**config.mk**
```make
export PLATFORM = sky130hd
export DESIGN_NAME = source_tokenizer_top
export DESIGN_NICKNAME = d
export VERILOG_FILES = /design/src/stl_pkg.sv /design/src/source_tokenizer_top.sv /design/src/stl_front.sv /design/src/stl_queue.sv /design/src/stl_back.sv
export SDC_FILE = /design/constraint.sdc
export NUM_CORES = 1
export LEC_CHECK = 0
export BUFFER_PORTS_ARGS = -buffer_cell sky130_fd_sc_hd__buf_4
export CAP_MARGIN = 10
export CORE_ASPECT_RATIO = 2
export CORE_UTILIZATION = 60
export DETAILED_ROUTE_END_ITERATION = 6
export PLACE_DENSITY = 0.81
export SLEW_MARGIN = 20
export SYNTH_ARGS = -nofsm -noshare
export SYNTH_HDL_FRONTEND = slang
export SYNTH_SLANG_ARGS = --single-unit
```
**constraint.sdc**
```tcl
create_clock -name clk_i -period 9.8 [get_ports clk_i]
set_input_delay 1.96 -clock clk_i [delete_from_list [all_inputs] [get_ports clk_i]]
set_output_delay 1.96 -clock clk_i [all_outputs]
set_load 0.03 [all_outputs]
```
**src/stl_pkg.sv**
```systemverilog
// ----------------------------------------------------------------------------
// stl_pkg: shared types for the source tokenizer
// Token kinds, the token record and the queue entry that carries the one or
// two tokens that one source byte produces from the front end to the back end.
// ----------------------------------------------------------------------------
package stl_pkg;

  // Token kind codes as they appear on the result port
  typedef enum logic [4:0] {
    KIND_INT    = 5'd0,
    KIND_IDENT  = 5'd1,
    KIND_PLUS   = 5'd2,
    KIND_MINUS  = 5'd3,
    KIND_STAR   = 5'd4,
    KIND_LPAREN = 5'd5,
    KIND_RPAREN = 5'd6,
    KIND_LBRACE = 5'd7,
    KIND_RBRACE = 5'd8,
    KIND_ASSIGN = 5'd9,
    KIND_SLASH  = 5'd10,
    KIND_SEMI   = 5'd11,
    KIND_EOF    = 5'd12,
    KIND_IF     = 5'd13,
    KIND_ELSE   = 5'd14,
    KIND_AND    = 5'd15,
    KIND_OR     = 5'd16,
    KIND_EQ     = 5'd17,
    KIND_GT     = 5'd18,
    KIND_GE     = 5'd19,
    KIND_LT     = 5'd20,
    KIND_LE     = 5'd21,
    KIND_NE     = 5'd22,
    KIND_ERROR  = 5'd23
  } kind_e;

  // Fixed widths of the result fields
  localparam int unsigned StartBits = 32;
  localparam int unsigned LenBits   = 16;

  // Queue between front and back end
  localparam int unsigned QueueDepth   = 4;
  localparam int unsigned QueuePtrBits = $clog2(QueueDepth);

  // One finished token, start and length already saturated
  typedef struct packed {
    kind_e                kind;
    logic [StartBits-1:0] start;
    logic [LenBits-1:0]   length;
  } token_t;

  // Tokens caused by one source byte; tok1 is used only when two is set
  typedef struct packed {
    token_t tok0;
    token_t tok1;
    logic   two;
  } entry_t;

endpackage

```
**src/source_tokenizer_top.sv**
```systemverilog
// A byte's first token shows after a queue slot and the back-end entry
// register; its second token shows once the first is popped. Throughput:
// one byte per cycle in unless full, one token per cycle out unless empty
// or not popped; a four-entry queue absorbs bytes that complete two tokens.
// Reset: rst_ni clears lexer state, offsets and queue; no clearing pass.
// ----------------------------------------------------------------------------
// source_tokenizer_top: streaming source lexer
// Takes one source byte or end-of-input mark per transaction and returns
// tokens as kind, start offset and length.
// ----------------------------------------------------------------------------
module source_tokenizer_top #(
  parameter int unsigned POSITION_BITS = 32,
  parameter int unsigned LENGTH_BITS   = 16
) (
  input  logic        clk_i,
  input  logic        rst_ni,
  input  logic        push,
  output logic        full,
  input  logic [7:0]  source_byte_i,
  input  logic        end_of_input_i,
  output logic        empty,
  input  logic        pop,
  output logic [4:0]  token_kind_o,
  output logic [31:0] token_start_o,
  output logic [15:0] token_length_o,
  output logic        last_of_run_o
);

  logic            accept;
  logic            wr_valid, rd_valid, rd_pop;
  stl_pkg::entry_t wr_entry, rd_entry;

  assign accept = push && !full;

  // Front end: lexer state and classification
  stl_front #(
    .POSITION_BITS(POSITION_BITS),
    .LENGTH_BITS  (LENGTH_BITS)
  ) u_front (
    .clk_i         (clk_i),
    .rst_ni        (rst_ni),
    .accept_i      (accept),
    .source_byte_i (source_byte_i),
    .end_of_input_i(end_of_input_i),
    .entry_valid_o (wr_valid),
    .entry_o       (wr_entry)
  );

  // Decoupling queue
  stl_queue u_queue (
    .clk_i     (clk_i),
    .rst_ni    (rst_ni),
    .wr_valid_i(wr_valid),
    .wr_entry_i(wr_entry),
    .full_o    (full),
    .rd_valid_o(rd_valid),
    .rd_entry_o(rd_entry),
    .rd_pop_i  (rd_pop)
  );

  // Back end: token output
  stl_back u_back (
    .clk_i         (clk_i),
    .rst_ni        (rst_ni),
    .rd_valid_i    (rd_valid),
    .rd_entry_i    (rd_entry),
    .rd_pop_o      (rd_pop),
    .empty_o       (empty),
    .pop_i         (pop),
    .token_kind_o  (token_kind_o),
    .token_start_o (token_start_o),
    .token_length_o(token_length_o),
    .last_of_run_o (last_of_run_o)
  );

endmodule

```
**src/stl_front.sv**
```systemverilog
// ----------------------------------------------------------------------------
// stl_front: lexer front end
// Classifies one byte per cycle while accept_i is high, checking it against
// the lexer state, and builds the queue entry of the tokens it completes.
// ----------------------------------------------------------------------------
module stl_front #(
  parameter int unsigned POSITION_BITS = 32,
  parameter int unsigned LENGTH_BITS   = 16
) (
  input  logic             clk_i,
  input  logic             rst_ni,
  input  logic             accept_i,
  input  logic [7:0]       source_byte_i,
  input  logic             end_of_input_i,
  output logic             entry_valid_o,
  output stl_pkg::entry_t  entry_o
);

  typedef enum logic [1:0] {
    MODE_IDLE,
    MODE_IDENT,
    MODE_INT,
    MODE_OPER
  } mode_e;

  typedef enum logic [1:0] {
    OP_EQ,
    OP_GT,
    OP_LT,
    OP_BANG
  } oper_e;

  // Character codes
  localparam logic [7:0] ChEq     = 8'h3D;
  localparam logic [7:0] ChGt     = 8'h3E;
  localparam logic [7:0] ChLt     = 8'h3C;
  localparam logic [7:0] ChBang   = 8'h21;
  localparam logic [7:0] ChPlus   = 8'h2B;
  localparam logic [7:0] ChMinus  = 8'h2D;
  localparam logic [7:0] ChStar   = 8'h2A;
  localparam logic [7:0] ChLparen = 8'h28;
  localparam logic [7:0] ChRparen = 8'h29;
  localparam logic [7:0] ChLbrace = 8'h7B;
  localparam logic [7:0] ChRbrace = 8'h7D;
  localparam logic [7:0] ChSlash  = 8'h2F;
  localparam logic [7:0] ChSemi   = 8'h3B;
  localparam logic [7:0] ChUnder  = 8'h5F;
  localparam logic [7:0] ChSpace  = 8'h20;
  localparam logic [7:0] ChDel    = 8'h7F;

  // Keyword patterns, first byte lowest
  localparam logic [31:0] KwIf   = 32'h0000_6669;
  localparam logic [31:0] KwElse = 32'h6573_6C65;
  localparam logic [31:0] KwAnd  = 32'h0064_6E61;
  localparam logic [31:0] KwOr   = 32'h0000_726F;

  localparam logic [POSITION_BITS-1:0] PosMax = '1;
  localparam logic [LENGTH_BITS-1:0]   LenMax = '1;

  mode_e                     mode_q, mode_d;
  oper_e                     oper_q, oper_d;
  logic [POSITION_BITS-1:0]  start_q, start_d;
  logic [LENGTH_BITS-1:0]    len_q, len_d;
  logic [31:0]               prefix_q, prefix_d;
  logic [POSITION_BITS-1:0]  pos_q, pos_d;

  logic                      is_letter, is_digit, is_skip;
  logic [63:0]               start_ext, pos_ext;
  logic [31:0]               len_ext;
  logic [stl_pkg::StartBits-1:0] start_sat, pos_sat;
  logic [stl_pkg::LenBits-1:0]   len_sat;
  stl_pkg::kind_e            ident_kind, single_kind, pair_kind;
  logic                      flush_v, sec_v;
  stl_pkg::token_t           flush_tok, sec_tok;

  // Byte classes
  assign is_letter = (source_byte_i >= 8'h61 && source_byte_i <= 8'h7A) ||
                     (source_byte_i >= 8'h41 && source_byte_i <= 8'h5A) ||
                     (source_byte_i == ChUnder);
  assign is_digit  = (source_byte_i >= 8'h30 && source_byte_i <= 8'h39);
  assign is_skip   = (source_byte_i <= ChSpace) || (source_byte_i >= ChDel);

  // Saturate offsets and length to the result field widths
  assign start_ext = 64'(start_q);
  assign pos_ext   = 64'(pos_q);
  assign len_ext   = 32'(len_q);
  assign start_sat = (|start_ext[63:32]) ? '1 : start_ext[31:0];
  assign pos_sat   = (|pos_ext[63:32])   ? '1 : pos_ext[31:0];
  assign len_sat   = (|len_ext[31:16])   ? '1 : len_ext[15:0];

  // Identifier kind, keywords only at lengths 2 to 4
  always_comb begin
    ident_kind = stl_pkg::KIND_IDENT;
    if (len_ext == 32'd2 && prefix_q == KwIf) begin
      ident_kind = stl_pkg::KIND_IF;
    end else if (len_ext == 32'd4 && prefix_q == KwElse) begin
      ident_kind = stl_pkg::KIND_ELSE;
    end else if (len_ext == 32'd3 && prefix_q == KwAnd) begin
      ident_kind = stl_pkg::KIND_AND;
    end else if (len_ext == 32'd2 && prefix_q == KwOr) begin
      ident_kind = stl_pkg::KIND_OR;
    end
  end

  // Kinds for a pending operator, alone or joined with '='
  always_comb begin
    case (oper_q)
      OP_EQ: begin
        single_kind = stl_pkg::KIND_ASSIGN;
        pair_kind   = stl_pkg::KIND_EQ;
      end
      OP_GT: begin
        single_kind = stl_pkg::KIND_GT;
        pair_kind   = stl_pkg::KIND_GE;
      end
      OP_LT: begin
        single_kind = stl_pkg::KIND_LT;
        pair_kind   = stl_pkg::KIND_LE;
      end
      default: begin
        single_kind = stl_pkg::KIND_ERROR;
        pair_kind   = stl_pkg::KIND_NE;
      end
    endcase
  end

  // Token that a flush of the pending state produces
  always_comb begin
    flush_tok.start = start_sat;
    case (mode_q)
      MODE_IDENT: begin
        flush_tok.kind   = ident_kind;
        flush_tok.length = len_sat;
      end
      MODE_INT: begin
        flush_tok.kind   = stl_pkg::KIND_INT;
        flush_tok.length = len_sat;
      end
      default: begin
        flush_tok.kind   = single_kind;
        flush_tok.length = stl_pkg::LenBits'(1);
      end
    endcase
  end

  // Lexer step for one accepted transaction
  always_comb begin
    mode_d   = mode_q;
    oper_d   = oper_q;
    start_d  = start_q;
    len_d    = len_q;
    prefix_d = prefix_q;
    pos_d    = pos_q;
    flush_v  = 1'b0;
    sec_v    = 1'b0;
    sec_tok.kind   = stl_pkg::KIND_ERROR;
    sec_tok.start  = pos_sat;
    sec_tok.length = stl_pkg::LenBits'(1);

    if (accept_i) begin
      if (end_of_input_i) begin
        flush_v        = (mode_q != MODE_IDLE);
        mode_d         = MODE_IDLE;
        sec_v          = 1'b1;
        sec_tok.kind   = stl_pkg::KIND_EOF;
        sec_tok.length = '0;
      end else begin
        if (pos_q != PosMax) begin
          pos_d = pos_q + 1'b1;
        end
        if (mode_q == MODE_IDENT && (is_letter || is_digit)) begin
          // extend identifier, first four bytes kept for keyword match
          if (len_ext < 32'd4) begin
            case (len_q[1:0])
              2'd1:    prefix_d[15:8]  = source_byte_i;
              2'd2:    prefix_d[23:16] = source_byte_i;
              2'd3:    prefix_d[31:24] = source_byte_i;
              default: prefix_d[7:0]   = source_byte_i;
            endcase
          end
          if (len_q != LenMax) begin
            len_d = len_q + 1'b1;
          end
        end else if (mode_q == MODE_INT && is_digit) begin
          if (len_q != LenMax) begin
            len_d = len_q + 1'b1;
          end
        end else if (mode_q == MODE_OPER && source_byte_i == ChEq) begin
          // two-byte operator
          sec_v          = 1'b1;
          sec_tok.kind   = pair_kind;
          sec_tok.start  = start_sat;
          sec_tok.length = stl_pkg::LenBits'(2);
          mode_d         = MODE_IDLE;
        end else begin
          flush_v = (mode_q != MODE_IDLE);
          mode_d  = MODE_IDLE;
          // lex the byte afresh
          if (is_letter || is_digit) begin
            mode_d   = is_letter ? MODE_IDENT : MODE_INT;
            start_d  = pos_q;
            len_d    = LENGTH_BITS'(1);
            prefix_d = 32'(source_byte_i);
          end else if (!is_skip) begin
            case (source_byte_i)
              ChEq, ChGt, ChLt, ChBang: begin
                mode_d   = MODE_OPER;
                start_d  = pos_q;
                len_d    = LENGTH_BITS'(1);
                prefix_d = 32'(source_byte_i);
                if (source_byte_i == ChEq) begin
                  oper_d = OP_EQ;
                end else if (source_byte_i == ChGt) begin
                  oper_d = OP_GT;
                end else if (source_byte_i == ChLt) begin
                  oper_d = OP_LT;
                end else begin
                  oper_d = OP_BANG;
                end
              end
              ChPlus: begin
                sec_v = 1'b1; sec_tok.kind = stl_pkg::KIND_PLUS;
              end
              ChMinus: begin
                sec_v = 1'b1; sec_tok.kind = stl_pkg::KIND_MINUS;
              end
              ChStar: begin
                sec_v = 1'b1; sec_tok.kind = stl_pkg::KIND_STAR;
              end
              ChLparen: begin
                sec_v = 1'b1; sec_tok.kind = stl_pkg::KIND_LPAREN;
              end
              ChRparen: begin
                sec_v = 1'b1; sec_tok.kind = stl_pkg::KIND_RPAREN;
              end
              ChLbrace: begin
                sec_v = 1'b1; sec_tok.kind = stl_pkg::KIND_LBRACE;
              end
              ChRbrace: begin
                sec_v = 1'b1; sec_tok.kind = stl_pkg::KIND_RBRACE;
              end
              ChSlash: begin
                sec_v = 1'b1; sec_tok.kind = stl_pkg::KIND_SLASH;
              end
              ChSemi: begin
                sec_v = 1'b1; sec_tok.kind = stl_pkg::KIND_SEMI;
              end
              default: begin
                sec_v = 1'b1; sec_tok.kind = stl_pkg::KIND_ERROR;
              end
            endcase
          end
        end
      end
    end
  end

  // Pack flushed token first, then the new one
  always_comb begin
    entry_valid_o = accept_i && (flush_v || sec_v);
    if (flush_v) begin
      entry_o.tok0 = flush_tok;
      entry_o.tok1 = sec_tok;
      entry_o.two  = sec_v;
    end else begin
      entry_o.tok0 = sec_tok;
      entry_o.tok1 = sec_tok;
      entry_o.two  = 1'b0;
    end
  end

  // Lexer state
  always_ff @(posedge clk_i or negedge rst_ni) begin
    if (!rst_ni) begin
      mode_q   <= MODE_IDLE;
      oper_q   <= OP_EQ;
      start_q  <= '0;
      len_q    <= '0;
      prefix_q <= '0;
      pos_q    <= '0;
    end else begin
      mode_q   <= mode_d;
      oper_q   <= oper_d;
      start_q  <= start_d;
      len_q    <= len_d;
      prefix_q <= prefix_d;
      pos_q    <= pos_d;
    end
  end

endmodule

```
**src/stl_queue.sv**
```systemverilog
// ----------------------------------------------------------------------------
// stl_queue: token entry queue
// Short first-in first-out queue that decouples the lexer front end from
// the result back end.
// ----------------------------------------------------------------------------
module stl_queue (
  input  logic            clk_i,
  input  logic            rst_ni,
  input  logic            wr_valid_i,
  input  stl_pkg::entry_t wr_entry_i,
  output logic            full_o,
  output logic            rd_valid_o,
  output stl_pkg::entry_t rd_entry_o,
  input  logic            rd_pop_i
);

  localparam int unsigned CntBits = stl_pkg::QueuePtrBits + 1;

  stl_pkg::entry_t                   slots_q [stl_pkg::QueueDepth];
  logic [stl_pkg::QueuePtrBits-1:0]  wptr_q, rptr_q;
  logic [CntBits-1:0]                cnt_q;
  logic                              do_wr, do_rd;

  assign full_o     = (cnt_q == CntBits'(stl_pkg::QueueDepth));
  assign rd_valid_o = (cnt_q != '0);
  assign rd_entry_o = slots_q[rptr_q];
  assign do_wr      = wr_valid_i && !full_o;
  assign do_rd      = rd_pop_i && rd_valid_o;

  // Entry storage
  always_ff @(posedge clk_i) begin
    if (do_wr) begin
      slots_q[wptr_q] <= wr_entry_i;
    end
  end

  // Pointers and fill count
  always_ff @(posedge clk_i or negedge rst_ni) begin
    if (!rst_ni) begin
      wptr_q <= '0;
      rptr_q <= '0;
      cnt_q  <= '0;
    end else begin
      if (do_wr) begin
        wptr_q <= wptr_q + 1'b1;
      end
      if (do_rd) begin
        rptr_q <= rptr_q + 1'b1;
      end
      if (do_wr && !do_rd) begin
        cnt_q <= cnt_q + 1'b1;
      end else if (do_rd && !do_wr) begin
        cnt_q <= cnt_q - 1'b1;
      end
    end
  end

endmodule

```
**src/stl_back.sv**
```systemverilog
// ----------------------------------------------------------------------------
// stl_back: result back end
// Holds one queue entry and hands out its tokens one transaction at a time,
// marking the last token caused by the source byte.
// ----------------------------------------------------------------------------
module stl_back (
  input  logic            clk_i,
  input  logic            rst_ni,
  input  logic            rd_valid_i,
  input  stl_pkg::entry_t rd_entry_i,
  output logic            rd_pop_o,
  output logic            empty_o,
  input  logic            pop_i,
  output logic [4:0]      token_kind_o,
  output logic [31:0]     token_start_o,
  output logic [15:0]     token_length_o,
  output logic            last_of_run_o
);

  stl_pkg::entry_t cur_q;
  logic            cur_v_q;
  logic            sel_q;
  logic            is_last, taken;
  stl_pkg::token_t tok;

  assign tok       = sel_q ? cur_q.tok1 : cur_q.tok0;
  assign is_last   = sel_q || !cur_q.two;
  assign taken     = pop_i && cur_v_q;
  assign rd_pop_o  = rd_valid_i && (!cur_v_q || (taken && is_last));

  assign empty_o        = !cur_v_q;
  assign token_kind_o   = tok.kind;
  assign token_start_o  = tok.start;
  assign token_length_o = tok.length;
  assign last_of_run_o  = is_last;

  // Current entry payload
  always_ff @(posedge clk_i) begin
    if (rd_pop_o) begin
      cur_q <= rd_entry_i;
    end
  end

  // Valid flag and token select
  always_ff @(posedge clk_i or negedge rst_ni) begin
    if (!rst_ni) begin
      cur_v_q <= 1'b0;
      sel_q   <= 1'b0;
    end else begin
      if (rd_pop_o) begin
        cur_v_q <= 1'b1;
        sel_q   <= 1'b0;
      end else if (taken) begin
        if (is_last) begin
          cur_v_q <= 1'b0;
          sel_q   <= 1'b0;
        end else begin
          sel_q <= 1'b1;
        end
      end
    end
  end

endmodule

```
After elaboration in Yosys (flattened, before gate mapping)
Memories as Yosys holds them, arrays and structs flattened. A register that Yosys moved wholly into a read port is not among the register bits.
Index checks and enable logic that the tools add are counted.
- add/subtract/negate cells: 6
- magnitude comparators: 9
- equality and inequality tests: 45
- multiplexer cells: 76
- bitwise gates (word level): 6
- reductions and logical operators: 53
- operator list (operator ; number):
    2-to-1 mux 32 bit ; 11
    2-to-1 mux 53 bit ; 4
    2-to-1 mux 16 bit ; 9
    2-to-1 mux 107 bit ; 1
    == test 8 x 6 -> 1 bit (second input constant) ; 11
    == test 32 x 15 -> 1 bit (second input constant) ; 2
    2-to-1 mux 48 bit ; 1
    one-hot mux 5 bit (9 select lines) ; 1
    2-to-1 mux 5 bit ; 8
    AND reduction 8 bit ; 5
    adder 32 x 1 -> 32 bit (second input constant) ; 1
    == test 16 x 2 -> 1 bit (second input constant) ; 2
    == test 32 x 23 -> 1 bit (second input constant) ; 1
    == test 32 x 31 -> 1 bit (second input constant) ; 1
    2-to-1 mux 8 bit ; 4
    inequality test 32 bit (second input constant) ; 1
    == test 8 x 7 -> 1 bit (second input constant) ; 3
    >= comparator 8 x 7 -> 1 bit (second input constant) ; 3
    2-to-1 mux 1 bit ; 22
    2-to-1 mux 2 bit ; 10
    logical AND 1 bit ; 19
    adder 16 x 1 -> 16 bit (second input constant) ; 1
    == test 16 x 3 -> 1 bit (second input constant) ; 1
    less-or-equal comparator 8 x 6 -> 1 bit (second input constant) ; 2
    33 further kinds ; 71
- flip-flop bits (word level): 125
- bits in writable memories: 428
- input bits: 13
- logic and storage cells: 210
- memories kept: 1
- memory list (name ; depth ; bits a word ; rd ports ; clocked after memory_dff ; wr ports ; line ; source):
    u_queue.slots_q ; 4 ; 107 ; 1 ; 1 ; 1 ; stl_queue.sv:19 ; stl_pkg::entry_t slots_q [stl_pkg::QueueDepth];

Logic depth before layout (Yosys ltp)
- word-level depth: 18
- depth in mapped cells: 13
- depth with buffers taken out: 12

Hierarchy
From an unflattened synthesis, not the netlist that was laid out.
- cell total of the unflattened synthesis: 1519
- area, all modules: 27061.0 µm²
- by module, submodules not included (module ; instances ; cells an instance ; area an instance (µm²) ; seq. area each (µm²)):
    stl_queue ; 1 ; 594 ; 15838.9 ; 13027.5
    stl_front ; 1 ; 747 ; 7220.7 ; 2902.8
    stl_back ; 1 ; 177 ; 3987.6 ; 3263.1
    source_tokenizer_top ; 1 ; 1 ; 13.8 ; 0.0

Least setup slack after synthesis
OpenSTA, ideal clock, no wires.
- path kind: input to register
- start: input pop
- end: register u_queue.cnt_q[1]
- arrival time: 8.023 ns
- path slack: 1.652 ns
- stages: 7
- buffers on the path: 0
- cells stage by stage: nand2_1 > a21oi_1 > inv_1 > ha_1 > inv_1 > fa_1 > mux2_2
- cells in the longest elaborated chain, start to end: 8
- elaborated cells on any way between the ends: 10
- ends and longest elaborated chain (item ; line ; source):
    from (decl) ; source_tokenizer_top.sv:22 ; input logic pop,
    logical AND 1 bit * ; stl_back.sv:28 ; assign taken = pop_i && cur_v_q;
    logical AND 1 bit * ; stl_back.sv:29 ; assign rd_pop_o = rd_valid_i && (!cur_v_q || (taken && is_last));
    logical OR 1 bit * ; stl_back.sv:29 ;
    logical AND 1 bit * ; stl_back.sv:29 ;
    named net rd_pop ; source_tokenizer_top.sv:30 ; logic wr_valid, rd_valid, rd_pop;
    logical AND 1 bit * ; stl_queue.sv:28 ; assign do_rd = rd_pop_i && rd_valid_o;
    logical NOT 1 bit ; stl_queue.sv:50 ; if (do_wr && !do_rd) begin
    logical AND 1 bit ; stl_queue.sv:50 ;
    2-to-1 mux 3 bit / nonzero test 2 bit (equally long branches) ; n/a ;
    to (signal assigned) ; stl_queue.sv:51 ; cnt_q <= cnt_q + 1'b1;
    to (signal assigned) ; stl_queue.sv:53 ; cnt_q <= cnt_q - 1'b1;
    to (decl) ; stl_queue.sv:21 ; logic [CntBits-1:0] cnt_q;
Mark *: on every way through the listed nets, which the timed path passes. The rest lies on a longest branch.
A chain may end at the register's enable or synchronous reset.

Worst setup path after layout
- start: input source_byte_i[1]
- end: memory u_queue.slots_q[1][106] (netlist name), enable pin
- cells in the longest elaborated chain, start to end: 16
- elaborated cells on any way between the ends: 42
- ends and longest elaborated chain (item ; line ; source):
    from (decl) ; source_tokenizer_top.sv:19 ; input logic [7:0] source_byte_i,
    >= comparator 8 x 7 -> 1 bit (tied with other cells) ; stl_front.sv:77 ; assign is_letter = (source_byte_i >= 8'h61 && source_byte_i <= 8'h7A) ||
    logical AND 1 bit (on tied branches) ; stl_front.sv:77, stl_front.sv:78 ;
    logical OR 1 bit ; stl_front.sv:77 ;
    logical OR 1 bit ; stl_front.sv:78 ; (source_byte_i >= 8'h41 && source_byte_i <= 8'h5A) ||
    logical OR 1 bit ; stl_front.sv:171, stl_front.sv:199 ;
    2-to-1 mux 1 bit ; stl_front.sv:199 ; if (is_letter || is_digit) begin
    2-to-1 mux 1 bit ; stl_front.sv:188 ; end else if (mode_q == MODE_OPER && source_byte_i == ChEq) begin
    2-to-1 mux 1 bit ; stl_front.sv:184 ; end else if (mode_q == MODE_INT && is_digit) begin
    2-to-1 mux 1 bit ; stl_front.sv:171 ; if (mode_q == MODE_IDENT && (is_letter || is_digit)) begin
    2-to-1 mux 1 bit ; stl_front.sv:161 ; if (end_of_input_i) begin
    2-to-1 mux 1 bit ; stl_front.sv:160 ; if (accept_i) begin
    logical OR 1 bit * ; stl_front.sv:260 ; entry_valid_o = accept_i && (flush_v || sec_v);
    logical AND 1 bit * ; stl_front.sv:260 ;
    logical AND 1 bit * ; stl_queue.sv:27 ; assign do_wr = wr_valid_i && !full_o;
    named net u_queue.do_wr ; stl_queue.sv:22 ; logic do_wr, do_rd;
    2-to-1 mux 1 bit * ; stl_queue.sv:32 ; if (do_wr) begin
    2-to-1 mux 1 bit (not written as such) * ; stl_queue.sv:33 ; slots_q[wptr_q] <= wr_entry_i;
    to (decl) ; stl_queue.sv:19 ;
Marks and branches as above.

==> impl_metrics.tcl <==
set metrics [dict create \
    timing.final.crit_period_ns 4.89 \
    final_cell_mix "465 x edfxtp_1, 148 x mux2_2, 122 x dfrtp_1" \
    drt_iter0_drc 758 \
    syn-mean-instance-area_um2 17.6 \
    status "finished clean" \
    grt_pass1_vias 13400 \
    crit_required_ns 9.98 \
    reg2reg_from "u_front.mode_q[1]" \
    setup.reg_to_reg.worst_slack_ns 6.12 \
    post-route-drc-count 0 \
    layout.nets 1483 \
    die_x_um 144 \
    yosysUniqueCellTypes 72 \
    synth_enable_flop_cells 465 \
    number_of_antenna_violations_at_the_first_check_in_global_routing 0 \
    detail_route.vias_per_cell 6.17 \
    reg2reg_to "u_queue.slots_q[1][106]" \
    layout_commonest_cell "edfxtp_1" \
    max_freq_ghz 0.204 \
    fin_hold_ws_ns 0.493 \
    cts-buffers-inserted 48 \
    syn_nets 1408 \
    register_area_um2 17100 \
    detail_route.wl_per_cell_um 24.3 \
    global_route.usage.total_pct 25.1 \
    io_pins 69 \
    die-area_um2 41300 \
    asyncSetResetFlopFracSynth_pct 21.2 \
    post_route_cells_drive_above_1_share_pct 29.0 \
    grt_pass1_wl_um 76000 \
    ys_seq_area_share_pct 70.5 \
    maxCapViolCount 0 \
    worst_ir_drop_vdd_mv 0.173 \
    yosys_most_used_dff "edfxtp_1" \
    critical_path_class "input port to register" \
    fp.coreArea_um2 39700 \
    tightest_slew_margin_relative_to_the_limit_pct 24.9 \
    cts.reportedPaths.clkPinSlew_ns 0.06 \
    cts.hold.buffers_added 0 \
    mappedNetlistArea_um2 24200 \
    wl_um 48900 \
    route.vias.total 12400 \
    syn_inst 1374 \
    globalplace.congestion 0.916 \
    crit_end "u_queue.slots_q[1][106]" \
    detail_route.first_pass.iterations 5 \
    antenna_left 0 \
    insertion_delay_of_the_later_clocked_pin_in_the_worst_skew_pair_ns 0.57 \
    tritoncts "yes" \
    cts_max_level 2 \
    crit_path_start_kind "input port" \
    cts.sink_count 590 \
    worstSetupEndpointType "register" \
    cts_buffer_depth 3 \
    hold_path.class "register to register" \
    syn2layout_area_growth_pct 11.2 \
    number_of_warnings_printed_during_yosys_synthesis 0 \
    io_buffer_count 68 \
    leakage_power_uw 0.00957 \
    tightestPinTransition_ns 1.13 \
    grt_setup_unrepaired "false" \
    maximum_number_of_pins_on_one_net_before_global_route_repair 69 \
    n_antenna_cell 0 \
    cts_root_buf "clkbuf_16" \
    min_period_over_period_pct 49.9 \
    row_cnt 103 \
    postSynthRegisterBits 590 \
    timing.setup.tns_ns 0 \
    place.detailed.hpwl_um 30700 \
    rr_worst_depth 9 \
    final_util_pct 67.9 \
    path_max_fanout 59 \
    area_of_the_multi_input_gates_um2 6810 \
    setup_viol 0 \
    die_h_um 286 \
    cellPowerDensity_nw_per_um2 283 \
    overflow 0 \
    post_cts_resized 0 \
    cp-startpoint "source_byte_i[1]" \
    timing_max_transition_violations_final 0 \
    buffers_inserted_during_post_cts_setup_optimization 0 \
    initial_standard_cell_utilization_of_the_core_pct 61.1 \
    arrival_ns 5.08 \
    fillerInstances 2584 \
    finalHoldViolations 0 \
    finalClockSkew_ns 0.0199 \
]
==> worst max-delay path, stage by stage <==
cell and delay, ns:
buf_4 0.18, and2_1 0.22, o2111a_1 0.26, o31ai_4 0.19, a21oi_1 0.19, buf_4 0.23, o21a_1 0.35, and2_4 0.57
buf_4 0.79
==> cells in the mapped netlist (18+ instances only) <==
| library cell | n | share of area (%) |
|---|---|---|
| nand2_1 | 43 | 0.67 |
| nor2_1 | 42 | 0.65 |
| o21ai_0 | 24 | 0.50 |
| mux2_2 | 148 | 6.9 |
| xnor2_1 | 27 | 0.98 |
| nor2b_1 | 18 | 0.46 |
| ha_1 | 20 | 1.0 |
| edfxtp_1 | 465 | 58 |
| inv_1 | 37 | 0.57 |
| mux4_2 | 93 | 8.6 |
| nand3_1 | 22 | 0.45 |
| clkbuf_1 | 29 | 0.45 |
| dfrtp_1 | 125 | 13 |
| and2_1 | 33 | 0.85 |
| nand4_1 | 26 | 0.67 |
==> worst min path at each step <==
stage | cells after the start | endpoint | startpoint | slack (ns)
3_3_place_gp | 1 | u_front.prefix_q[23] | u_front.prefix_q[23] | 0.46
3_5_place_dp | 1 | u_front.prefix_q[15] | u_front.prefix_q[15] | 0.47
5_1_grt | 1 | u_front.prefix_q[15] | u_front.prefix_q[15] | 0.51
2_1_floorplan | 1 | u_front.prefix_q[15] | u_front.prefix_q[15] | 0.44
6_report | 1 | u_front.prefix_q[15] | u_front.prefix_q[15] | 0.49
4_1_cts | 1 | u_front.prefix_q[15] | u_front.prefix_q[15] | 0.49
==> registers in the layout, summed over array words and instances, names as in the netlist, 2 cells and up <==
register / flops
u_front.start_q: 32
u_front.pos_q: 32
u_queue.slots_q: 372
u_front.oper_q: 2
u_queue.rptr_q: 2
u_front.len_q: 16
u_queue.wptr_q: 2
u_front.prefix_q: 32
u_queue.cnt_q: 3
u_front.mode_q: 2
u_back.cur_q: 93
==> per-layer routing <==
| layer | vias up | GRT usage (%) | share of wire (%) |
|---|---|---|---|
| li1 | 5520 | - | - |
| met4 | 0 | 12.4 | 4.5 |
| met3 | 121 | 2.75 | 3.7 |
| met1 | 6418 | 27.7 | 35 |
| met5 | - | 0 | 0 |
| met2 | 369 | 46.9 | 57 |
==> area by class of cell <==
type | instances | area share (%)
inverters | 37 | 0.515
flip-flops and latches | 590 | 63.4
clock inverters | 27 | 1.01
well taps | 525 | 2.44
repair buffers | 85 | 2.46
multi-input cells | 687 | 25.3
clock buffers | 63 | 4.86
==> where the power goes <==
group / switching (uW) / total, uW / internal [uW]
registers: 228 / 3640 / 3410
clock network: 864 / 1930 / 1060
logic: 1180 / 2060 / 883
==> logic make-up (layout without fill, tap and decap cells) <==
logic type	count (synthesis)	in the layout	share of synthesized area, %
xor+xnor	39	39	1.41
mux	256	256	16.1
simple gates	275	275	6.43
buf+inv	97	212	1.58
flops	590	590	70.5
compound gates	96	96	2.84
fa+ha+maj	21	21	1.11
==> stage by stage <==
step,setup slack (ns),instances,power (uW),area (um2)
after detailed placement,4.32,1924,5790,25400
final,4.91,2014,7630,27000
after global routing,4.75,2014,7940,27000
after global placement,4.31,1922,5690,25300
after CTS,4.91,2014,7710,27000
after floorplan,1.65,1374,5100,24200
(Power assumes the default switching activity.)
